File: config.mk
export PLATFORM = sky130hd
export DESIGN_NAME = ntlru_ctrl
export DESIGN_NICKNAME = d
export VERILOG_FILES = /design/src/hdl/ntlru_pkg.sv /design/src/hdl/ntlru_ctrl.sv
export SDC_FILE = /design/constraint.sdc
export NUM_CORES = 1
export LEC_CHECK = 0
export ABC_AREA = 0
export BUFFER_PORTS_ARGS = -buffer_cell sky130_fd_sc_hd__buf_2
export CAP_MARGIN = 0
export CORE_MARGIN = 2
export CORE_UTILIZATION = 40
export CTS_BUF_LIST = sky130_fd_sc_hd__clkbuf_2 sky130_fd_sc_hd__clkbuf_4 sky130_fd_sc_hd__clkbuf_8
export CTS_CLUSTER_SIZE = 25
export DETAILED_ROUTE_END_ITERATION = 6
export PLACE_DENSITY = 0.68
export SYNTH_ARGS = -nofsm -noshare
export SYNTH_HDL_FRONTEND = slang
export SYNTH_SLANG_ARGS = --single-unit
File: constraint.sdc
create_clock -name clk -period 2.27 [get_ports clk]
set_clock_uncertainty 0.15 [all_clocks]
set_input_delay 0.454 -clock clk [delete_from_list [all_inputs] [get_ports clk]]
set_output_delay 0.454 -clock clk [all_outputs]
set_load 0.01 [all_outputs]
File: src/hdl/ntlru_pkg.sv
// ----------------------------------------------------------------------------
// ntlru_pkg
// Shared types and constants for the node table with LRU-by-advert replacement.
// ----------------------------------------------------------------------------
package ntlru_pkg;

  localparam int SLOTS_DEF  = 64;
  localparam int OPCODE_W   = 3;
  localparam int DATA_W     = 32;
  localparam int SLOT_IDX_W = 8;
  localparam int RES_SLOT_W = 6;
  localparam int MODE_W     = 2;
  localparam int COUNT_W    = 7;
  localparam int CFG_IDX_W  = 2;

  localparam logic [DATA_W-1:0]  WALL_VALID_FROM = 32'd1700000000;
  localparam logic [COUNT_W-1:0] COUNT_MAX       = 7'd127;

  // opcodes
  localparam logic [OPCODE_W-1:0] OP_PUT     = 3'd0;
  localparam logic [OPCODE_W-1:0] OP_DUE     = 3'd1;
  localparam logic [OPCODE_W-1:0] OP_MARK    = 3'd2;
  localparam logic [OPCODE_W-1:0] OP_REMOVE  = 3'd3;
  localparam logic [OPCODE_W-1:0] OP_SWEEP   = 3'd4;
  localparam logic [OPCODE_W-1:0] OP_VISIBLE = 3'd5;
  localparam logic [OPCODE_W-1:0] OP_CNT_DUE = 3'd6;
  localparam logic [OPCODE_W-1:0] OP_CNT_VIS = 3'd7;

  // put outcome
  localparam logic [MODE_W-1:0] MODE_UPDATE = 2'd0;
  localparam logic [MODE_W-1:0] MODE_FILL   = 2'd1;
  localparam logic [MODE_W-1:0] MODE_EVICT  = 2'd2;

  // config register indexes
  localparam logic [CFG_IDX_W-1:0] CFG_REFRESH = 2'd0;
  localparam logic [CFG_IDX_W-1:0] CFG_STALE   = 2'd1;
  localparam logic [CFG_IDX_W-1:0] CFG_VISIBLE = 2'd2;

  // controller -> datapath
  typedef struct packed {
    logic load;       // capture input word, clear accumulators
    logic rd_en;      // issue a table read
    logic rd_single;  // read at the addressed slot instead of the scan index
    logic commit;     // apply table writes, load output register
  } ntlru_cmd_t;

  // datapath -> controller
  typedef struct packed {
    logic is_scan;    // current opcode walks the whole table
    logic out_free;   // output register can take a word this cycle
  } ntlru_stat_t;

endpackage

File: src/hdl/ntlru_ctrl.sv
// ----------------------------------------------------------------------------
// ntlru_ctrl
// Sequencer: accept, issue table reads (one slot or a full scan), commit.
// ----------------------------------------------------------------------------
module ntlru_ctrl #(
  parameter int SLOTS = ntlru_pkg::SLOTS_DEF
) (
  input  logic                       clk,
  input  logic                       rst_n,
  input  logic                       in_valid,
  output logic                       in_stall,
  input  ntlru_pkg::ntlru_stat_t     st,
  output ntlru_pkg::ntlru_cmd_t      cmd,
  output logic [$clog2(SLOTS)-1:0]   rd_addr
);
  import ntlru_pkg::*;

  localparam int SW = $clog2(SLOTS);
  localparam logic [SW-1:0] LAST = SW'(SLOTS - 1);

  typedef enum logic [3:0] {
    S_IDLE  = 4'b0001,
    S_ISSUE = 4'b0010,
    S_WAIT  = 4'b0100,
    S_FIN   = 4'b1000
  } ntlru_state_t;

  ntlru_state_t state_r, state_nxt;
  logic [SW-1:0] cnt_r, cnt_nxt;

  always_ff @(posedge clk) begin
    if (!rst_n) begin
      state_r <= S_IDLE;
      cnt_r   <= '0;
    end else begin
      state_r <= state_nxt;
      cnt_r   <= cnt_nxt;
    end
  end

  assign in_stall = (state_r != S_IDLE);
  assign rd_addr  = cnt_r;

  always_comb begin
    state_nxt = state_r;
    cnt_nxt   = cnt_r;
    cmd       = '0;
    unique case (state_r)
      S_IDLE: begin
        if (in_valid) begin
          cmd.load  = 1'b1;
          cnt_nxt   = '0;
          state_nxt = S_ISSUE;
        end
      end
      S_ISSUE: begin
        cmd.rd_en = 1'b1;
        if (!st.is_scan) begin
          cmd.rd_single = 1'b1;
          state_nxt     = S_WAIT;
        end else if (cnt_r == LAST) begin
          state_nxt = S_WAIT;
        end else begin
          cnt_nxt = cnt_r + 1'b1;
        end
      end
      S_WAIT: begin
        // last read is evaluated this cycle
        state_nxt = S_FIN;
      end
      S_FIN: begin
        if (st.out_free) begin
          cmd.commit = 1'b1;
          state_nxt  = S_IDLE;
        end
      end
      default: state_nxt = S_IDLE;
    endcase
  end

endmodule

==> results of run 1 <==
## report_power, final
group          switching, mW  total [mW]  internal [mW]
combinational         0.0270      0.0444         0.0173
sequential           0.00324       0.182          0.178
clock                 0.0637       0.161         0.0974
## flip-flops by register name, summed over array words and instances, names as in the netlist
signal	flops
state_r	4
rd_addr	6
## synth_stat cells
master and count:
nand3_1 1, clkinv_1 1, or4b_4 1, clkbuf_1 3
buf_4 1, nand2b_1 1, mux2i_1 4, or4b_1 1
a311oi_1 2, inv_1 4, nand4_1 2, nand2_1 2
buf_6 1, ha_1 1, o21a_1 2, and4b_1 1
or3b_2 1, dfxtp_1 10, a2111oi_4 1, nor2_1 3
nor2b_1 4, inv_2 1, and3_1 1, a21oi_1 2
o21ai_1 2, o21ai_0 4, nor3b_1 1, a311oi_4 1
o211ai_1 5, a211oi_1 1, nor4_1 1, and2_1 1
and4_1 1, a41oi_1 1
## through the flow
step	std cells	worst slack [ps]	area (um2)	power [mW]
final	100	184	739	0.387
after detailed placement	96	483	703	0.230
after CTS	100	181	739	0.391
after global routing	100	115	739	0.406
after global placement	96	493	703	0.228
after floorplan	69	349	631	0.214
## layout make-up
| type | count | area share, % |
|---|---|---|
| Multi-Input combinational cell | 48 | 51.1 |
| Clock buffer | 4 | 4.91 |
| Timing Repair Buffer | 16 | 11.2 |
| Tap cell | 16 | 2.71 |
| Sequential cell | 10 | 27.1 |
| Inverter | 6 | 3.05 |
## routing by layer
layer	vias to the layer above	global-route usage, %	wire, um
met5	-	0	0
li1	288	-	-
met2	10	26.5	688
met4	0	5.45	0
met3	0	6.25	59
met1	274	19.5	618
## cell families after synthesis
family          Yosys count  synth area share [%]
compound gates           21                  28.6
fa+ha+maj                 1                  1.98
buf+inv                  11                  8.33
flops                    10                  31.7
mux                       4                  6.35
simple gates             22                  23.0
## worst max-delay path by stage
stage,startpoint,to,slack (ps),cells past startpoint
after floorplan,state_r[1],cmd[3],350,3
after global placement,state_r[3],cmd[3],490,3
after CTS,state_r[1],cmd[3],180,3
final,state_r[1],cmd[3],180,3
after detailed placement,state_r[1],cmd[3],480,3
after global routing,state_r[3],cmd[3],110,3
## critical path: stages (launching register included)
cell and delay (ps):
dfxtp_1 340, or4b_1 550, nor2_1 170, buf_2 160
==> results.py, run 1 <==
metrics = {
    "cts": {
        "tritoncts": "done",
        "ctsResizeCount": 0,
        "post_cts_buffers": 0,
        "cts_root_buffer": "clkbuf_4",
        "clkTransAtPathRegs_ps": 60,
        "h-tree-depth": 1,
        "clock_sinks": 10,
        "cts_max_path_buffers": 2,
        "cts-buffers-inserted": 3,
        "cts-hold-fix-buffers": 0,
        "insertion_delay_ps": 270,
    },
    "global_routing": {
        "grt_pass1_wl_mm": 2.28,
        "grt_overflow": 0,
        "grt_pass1_vias": 505,
        "grt_usage_pct": 16.2,
        "antenna_found_initial": 0,
        "grt_max_degree": 14,
    },
    "hold_path": {
        "worstHoldEndpoint": "state_r[2]",
        "min_path_cells": 2,
        "holdCritPathClass": "in -> reg",
        "min_from": "st[1]",
    },
    "finish": {
        "diodes": 0,
        "drive_above_1_share_pct": 29.8,
        "utilization_pct": 49.7,
        "final_common_cell": "buf_2",
        "syn2layout_area_growth_pct": 17.3,
        "layout_common_cells": "15 x buf_2, 10 x dfxtp_1, 5 x o211ai_1",
        "fillCellCount": 140,
        "multi_input_area_um2": 378,
        "final_nets": 91,
        "seq_area_um2": 200,
    },
    "outcome": {
        "status": "finished, final reports clean",
    },
    "power_and_ir_drop": {
        "p_per_area_nw_per_um2": 523,
        "peakVddDrop_mv": 0.347,
        "power.leakage_nw": 0.292,
    },
    "critical_path": {
        "reg2reg_to": "rd_addr[0]",
        "reg2reg_depth": 3,
        "cp.arrival_ps": 1480,
        "start_kind": "flip-flop",
        "critical_path_class": "reg -> out",
        "cp_data_required_time_ps": 1670,
        "end_kind": "output port",
        "critPathMaxFanout": 5,
        "reg2reg_slack_ps": 460,
        "rr_startpoint": "state_r[3]",
    },
    "die": {
        "ios": 16,
        "die_w_um": 43.7,
        "dieArea_um2": 1910,
        "core_um2": 1490,
        "floorplan.initialDensity_pct": 42.4,
        "die_h_um": 43.7,
        "rows": 14,
    },
    "timing": {
        "tns_ps": 0,
        "finalSetupViolCount": 0,
        "hold_viol": 0,
        "slew-limit-headroom_pct": 74.3,
        "rsz0062_at_grt": "no",
        "hold_slack_ps": 312,
        "worstMarginPinSlew_ps": 385,
        "drv_slew": 0,
        "max_freq_mhz": 479,
        "period_minus_slack_ps": 2090,
        "period_share_pct": 91.9,
    },
    "place": {
        "place_congestion": 0.738,
        "dp_hpwl_um": 944,
        "portBuffers": 15,
    },
    "job": {
        "max_cap_viol_count": 0,
    },
    "logic_synthesis": {
        "synth_fp_nets": 75,
        "synth.distinct_cells": 34,
        "yosysTopAreaCellShare_pct": 31.7,
        "yosysWarnings": 0,
        "netlist_instances": 69,
        "yosysTopAreaCell": "dfxtp_1",
        "ys_seq_area_share_pct": 31.7,
        "synth.avg_cell_area_um2": 9.14,
        "synth-seq-cells": 10,
        "synth_area_um2": 631,
        "synth_area_leaders": "dfxtp_1 32%, mux2i_1 6.3%, o211ai_1 6.0%",
    },
    "route": {
        "route.detailed.drc": 0,
        "ant_nets": 0,
        "drt_iter0_drc": 6,
        "wl_per_cell_um": 13.7,
        "via_count": 572,
        "dr.pass1.iters": 2,
        "viasPerCell": 5.72,
        "wl_mm": 1.37,
    },
}
(Power assumes the default switching activity.)
==> run 2: changes to the inputs <==
CAP_MARGIN = default   (was 0)
SKIP_CTS_REPAIR_TIMING = 1   (was default)
clock period = 2.1 ns   (was 2.27 ns; I/O delays follow)
==> run 2 against run 1 <==
Compared with the run above:
- power shrank 2.5%
- clock power down 21%
- sequential share of layout area down 0.54 points
- critical path type unchanged
- largest cell class unchanged
- highest routed layer is now met4
==> results.py, run 2 (same netlist as run 1, synthesis figures left out) <==
metrics = {
    "outcome": {
        "status": "finished, final reports clean",
    },
    "critical_path": {
        "critPathMaxFanout": 10,
        "cp.arrival_ps": 1470,
        "start_kind": "flip-flop",
        "end_kind": "output port",
        "critical_path_class": "reg -> out",
        "reg2reg_slack_ps": 250,
        "cp_data_required_time_ps": 1530,
    },
    "place": {
        "place_congestion": 0.739,
        "dp_hpwl_um": 985,
        "portBuffers": 15,
        "placed_area_um2": 711,
    },
    "timing": {
        "period_minus_slack_ps": 2040,
        "slew-limit-headroom_pct": 75.5,
        "drv_slew": 0,
        "worstMarginPinSlew_ps": 367,
        "finalSetupViolCount": 0,
        "rsz0062_at_grt": "no",
        "hold_viol": 0,
        "period_share_pct": 97.2,
        "max_freq_mhz": 490,
        "tns_ps": 0,
        "hold_slack_ps": 270,
    },
    "cts": {
        "clock_sinks": 10,
        "cts-buffers-inserted": 3,
        "h-tree-depth": 1,
        "cts_root_buffer": "clkbuf_4",
        "clkTransAtPathRegs_ps": 60,
        "insertion_delay_ps": 260,
        "cts_max_path_buffers": 2,
        "tritoncts": "done",
    },
    "finish": {
        "largest_reg_flops": 6,
        "seq_area_um2": 200,
        "final_cell_area_um2": 754,
        "drive_above_1_share_pct": 33.7,
        "multi_input_area_um2": 384,
        "syn2layout_area_growth_pct": 19.6,
        "final_nets": 94,
        "fillCellCount": 156,
        "diodes": 0,
        "final_common_cell": "buf_2",
        "layout_common_cells": "15 x buf_2, 10 x dfxtp_1, 5 x o211ai_1",
    },
    "die": {
        "dieArea_um2": 1910,
        "die_h_um": 43.7,
        "die_w_um": 43.7,
        "rows": 14,
        "floorplan.initialDensity_pct": 42.4,
        "ios": 16,
        "core_um2": 1490,
    },
    "route": {
        "ant_nets": 0,
        "route.detailed.drc": 0,
        "via_count": 590,
        "wl_mm": 1.33,
        "dr.pass1.iters": 2,
        "wl_per_cell_um": 13.0,
        "drt_iter0_drc": 8,
        "viasPerCell": 5.78,
    },
    "power_and_ir_drop": {
        "peakVddDrop_mv": 0.500,
        "power.leakage_nw": 0.298,
        "power.total_mw": 0.377,
        "p_per_area_nw_per_um2": 500,
    },
    "global_routing": {
        "grt_max_degree": 14,
        "grt_usage_pct": 15.7,
        "grt_pass1_vias": 495,
        "grt_pass1_wl_mm": 2.17,
        "grt_overflow": 0,
        "antenna_found_initial": 0,
    },
    "hold_path": {
        "holdCritPathClass": "in -> reg",
    },
    "job": {
        "max_cap_viol_count": 0,
    },
}
-- run 2: cell count changes in the layout (fill, tap and decap cells not counted), sizes merged --
cell,previous run,this run
buf,16,19
clkbuf,4,3
-- run 2: power by group --
part	switching, mW	total, mW	internal [mW]
combinational	0.0308	0.0543	0.0234
sequential	0.00329	0.196	0.193
clock	0.0610	0.127	0.0660
total	0.0951	0.377	0.282
-- run 2: per-layer routing --
layer  wire (um)  vias to the layer above  part of all wire, %  track usage (%)
li1            -                      296                    -                -
met1         617                      283                   46             19.7
met2         630                        9                   47             23.5
met3          67                        2                  5.0             7.50
met4          11                        0                 0.83             5.45
met5           0                        -                    0                0
-- run 2: cell type report --
cell class,count,share of cell area [%]
timing repair buffer,19,13.9
inverter,6,2.99
multi-input combinational,48,50.9
sequential,10,26.5
clock buffer,3,2.99
tap,16,2.65
-- run 2: path summary, 6_finish.rpt --
check              from    endpoint  cells past startpoint
max          state_r[1]    in_stall                      3
max reg2reg  state_r[0]  rd_addr[0]                      4
min reg2reg  rd_addr[1]  rd_addr[1]                      2
min               st[1]  state_r[2]                      2
-- run 2: per-stage QoR --
step                setup WS, ps  instances  utilization, %
finish                      58.0        102            50.7
global route               0.522        102            50.7
CTS                        -7.35        100            49.2
detailed placement           281         97            47.7
global placement             280         97            47.7
floorplan                    213         69               -
-- run 2: worst max-delay path, stage by stage, from the launching register on --
cell	delay, ps
dfxtp_1	340
or4b_4	560
buf_4	180
buf_2	140
==> run 3: changes to the inputs <==
CORE_AREA = 2 2 39 41   (was default)
CORE_MARGIN = default   (was 2)
CORE_UTILIZATION = default   (was 40)
DIE_AREA = 0 0 41 43   (was default)
PLACE_DENSITY = 0.77   (was 0.68)
==> run 3 against run 2 <==
Compared with the run above:
- worst hold slack better by 9.2 ps
- power is 13% higher
- die area is 7.7% lower
- worst setup slack worse by 9.5 ps
- sequential share of layout area is 0.36 points lower
- final area is 2.0% higher
- global-route usage is 4.6 points higher
- sequential cell count stayed put
- clock-buffer cell count is 1 higher
- register-to-register slack worse by 50 ps
==> results.py, run 3 (same netlist as run 1, synthesis figures left out) <==
metrics = {
    "route": {
        "viasPerCell": 6.07,
        "ant_nets": 0,
        "drt_iter0_drc": 15,
        "wl_mm": 1.52,
        "via_count": 625,
        "wl_per_cell_um": 14.8,
        "dr.pass1.iters": 4,
        "route.detailed.drc": 0,
    },
    "finish": {
        "largest_reg_flops": 6,
        "syn2layout_area_growth_pct": 22.0,
        "seq_area_um2": 201,
        "diodes": 0,
        "final_common_cell": "buf_2",
        "drive_above_1_share_pct": 35.6,
        "final_cells": 103,
        "final_nets": 94,
        "fillCellCount": 123,
        "layout_common_cells": "15 x buf_2, 9 x dfxtp_1, 5 x o211ai_1",
        "multi_input_area_um2": 384,
    },
    "critical_path": {
        "worst_path_largest_cell_delay_ps": 540,
        "cp_top_family": "simple AND/OR/NAND/NOR gates",
        "crit_slowest_cell": "or4b_4",
        "critical_path_class": "reg -> out",
        "end_kind": "output port",
        "start_kind": "flip-flop",
        "cp_data_required_time_ps": 1530,
        "path_cells": "or4b_4 > buf_4 > buf_2",
        "crit_buf_inv": 2,
        "critPathMaxFanout": 10,
        "cp.arrival_ps": 1480,
    },
    "timing": {
        "drv_slew": 0,
        "setup_ws_ps": 48.5,
        "period_minus_slack_ps": 2050,
        "finalSetupViolCount": 0,
        "tns_ps": 0,
        "max_freq_mhz": 487,
        "hold_viol": 0,
        "period_share_pct": 97.7,
        "worstMarginPinSlew_ps": 390,
        "slew-limit-headroom_pct": 74.0,
    },
    "global_routing": {
        "grt_usage_pct": 20.3,
        "grt_pass1_vias": 546,
        "antenna_found_initial": 0,
        "grt_pass1_wl_mm": 2.45,
        "grt_max_degree": 14,
        "grt_overflow": 0,
    },
    "outcome": {
        "status": "finished, final reports clean",
    },
    "die": {
        "die_h_um": 43,
        "dieArea_um2": 1760,
        "core_um2": 1380,
        "ios": 16,
        "floorplan.initialDensity_pct": 45.6,
        "rows": 14,
        "die_w_um": 41,
    },
    "job": {
        "max_cap_viol_count": 0,
    },
    "cts": {
        "cts_root_buffer": "clkbuf_4",
        "clock_sinks": 10,
        "h-tree-depth": 1,
        "insertion_delay_ps": 270,
        "cts_max_path_buffers": 2,
        "cts-buffers-inserted": 3,
        "tritoncts": "done",
        "clkTransAtPathRegs_ps": 70,
    },
    "hold_path": {
        "holdCritPathClass": "in -> reg",
    },
    "place": {
        "portBuffers": 15,
        "place_congestion": 0.676,
        "dp_hpwl_mm": 1.02,
        "place_ws_ps": 274,
        "dp_cells": 97,
    },
    "power_and_ir_drop": {
        "p_per_area_nw_per_um2": 556,
        "power.total_mw": 0.428,
        "power.leakage_nw": 0.305,
        "peakVddDrop_mv": 0.406,
    },
}
[run 3: cell count changes in the layout (fill, tap and decap cells not counted), sizes merged]
cell    previous run  this run
clkbuf             3         4
[run 3: power by group]
group	switching (mW)	internal [mW]
Sequential	0.00358	0.193
Combinational	0.0320	0.0235
Clock	0.0707	0.105
Total	0.106	0.322
[run 3: metrics by stage]
stage / instance area (um2) / hold slack, ps / util [%]
2_1_floorplan: 631 / 356 / -
3_3_place_gp: 711 / 373 / 51.4
3_5_place_dp: 711 / 398 / 51.4
4_1_cts: 747 / 275 / 54.0
5_1_grt: 769 / 290 / 55.6
6_report: 769 / 279 / 55.6
[run 3: layer usage]
| metal | global-route usage (%) | vias to the layer above | wire, um | share of wire [%] |
|---|---|---|---|---|
| met1 | 25.2 | 317 | 660 | 43 |
| met2 | 31.3 | 13 | 809 | 53 |
| li1 | - | 295 | - | - |
| met5 | 0 | - | 0 | 0 |
| met3 | 6.81 | 0 | 50 | 3.3 |
| met4 | 7.33 | 0 | 0 | 0 |
[run 3: path summary, 6_finish.rpt]
kind / slack (ps) / depth (start not counted) / startpoint / endpoint
worst min register to register: 410 / 3 / state_r[1] / state_r[3]
worst max register to register: 200 / 4 / state_r[3] / rd_addr[0]
worst min-delay path: 280 / 2 / st[1] / state_r[2]
worst max-delay path: 50 / 3 / state_r[3] / in_stall
[run 3: layout make-up]
class	instances	area share [%]
clock buffers	4	4.72
inverters	6	2.93
flip-flops and latches	10	26.2
repair buffers	19	13.7
well taps	16	2.60
multi-input cells	48	49.9
[run 3: worst reg2reg max path, cell delays in order, from the launching register on]
cell and delay [ps]:
dfxtp_1 350, or4b_4 580, buf_4 170, a311oi_4 340, mux2i_1 230
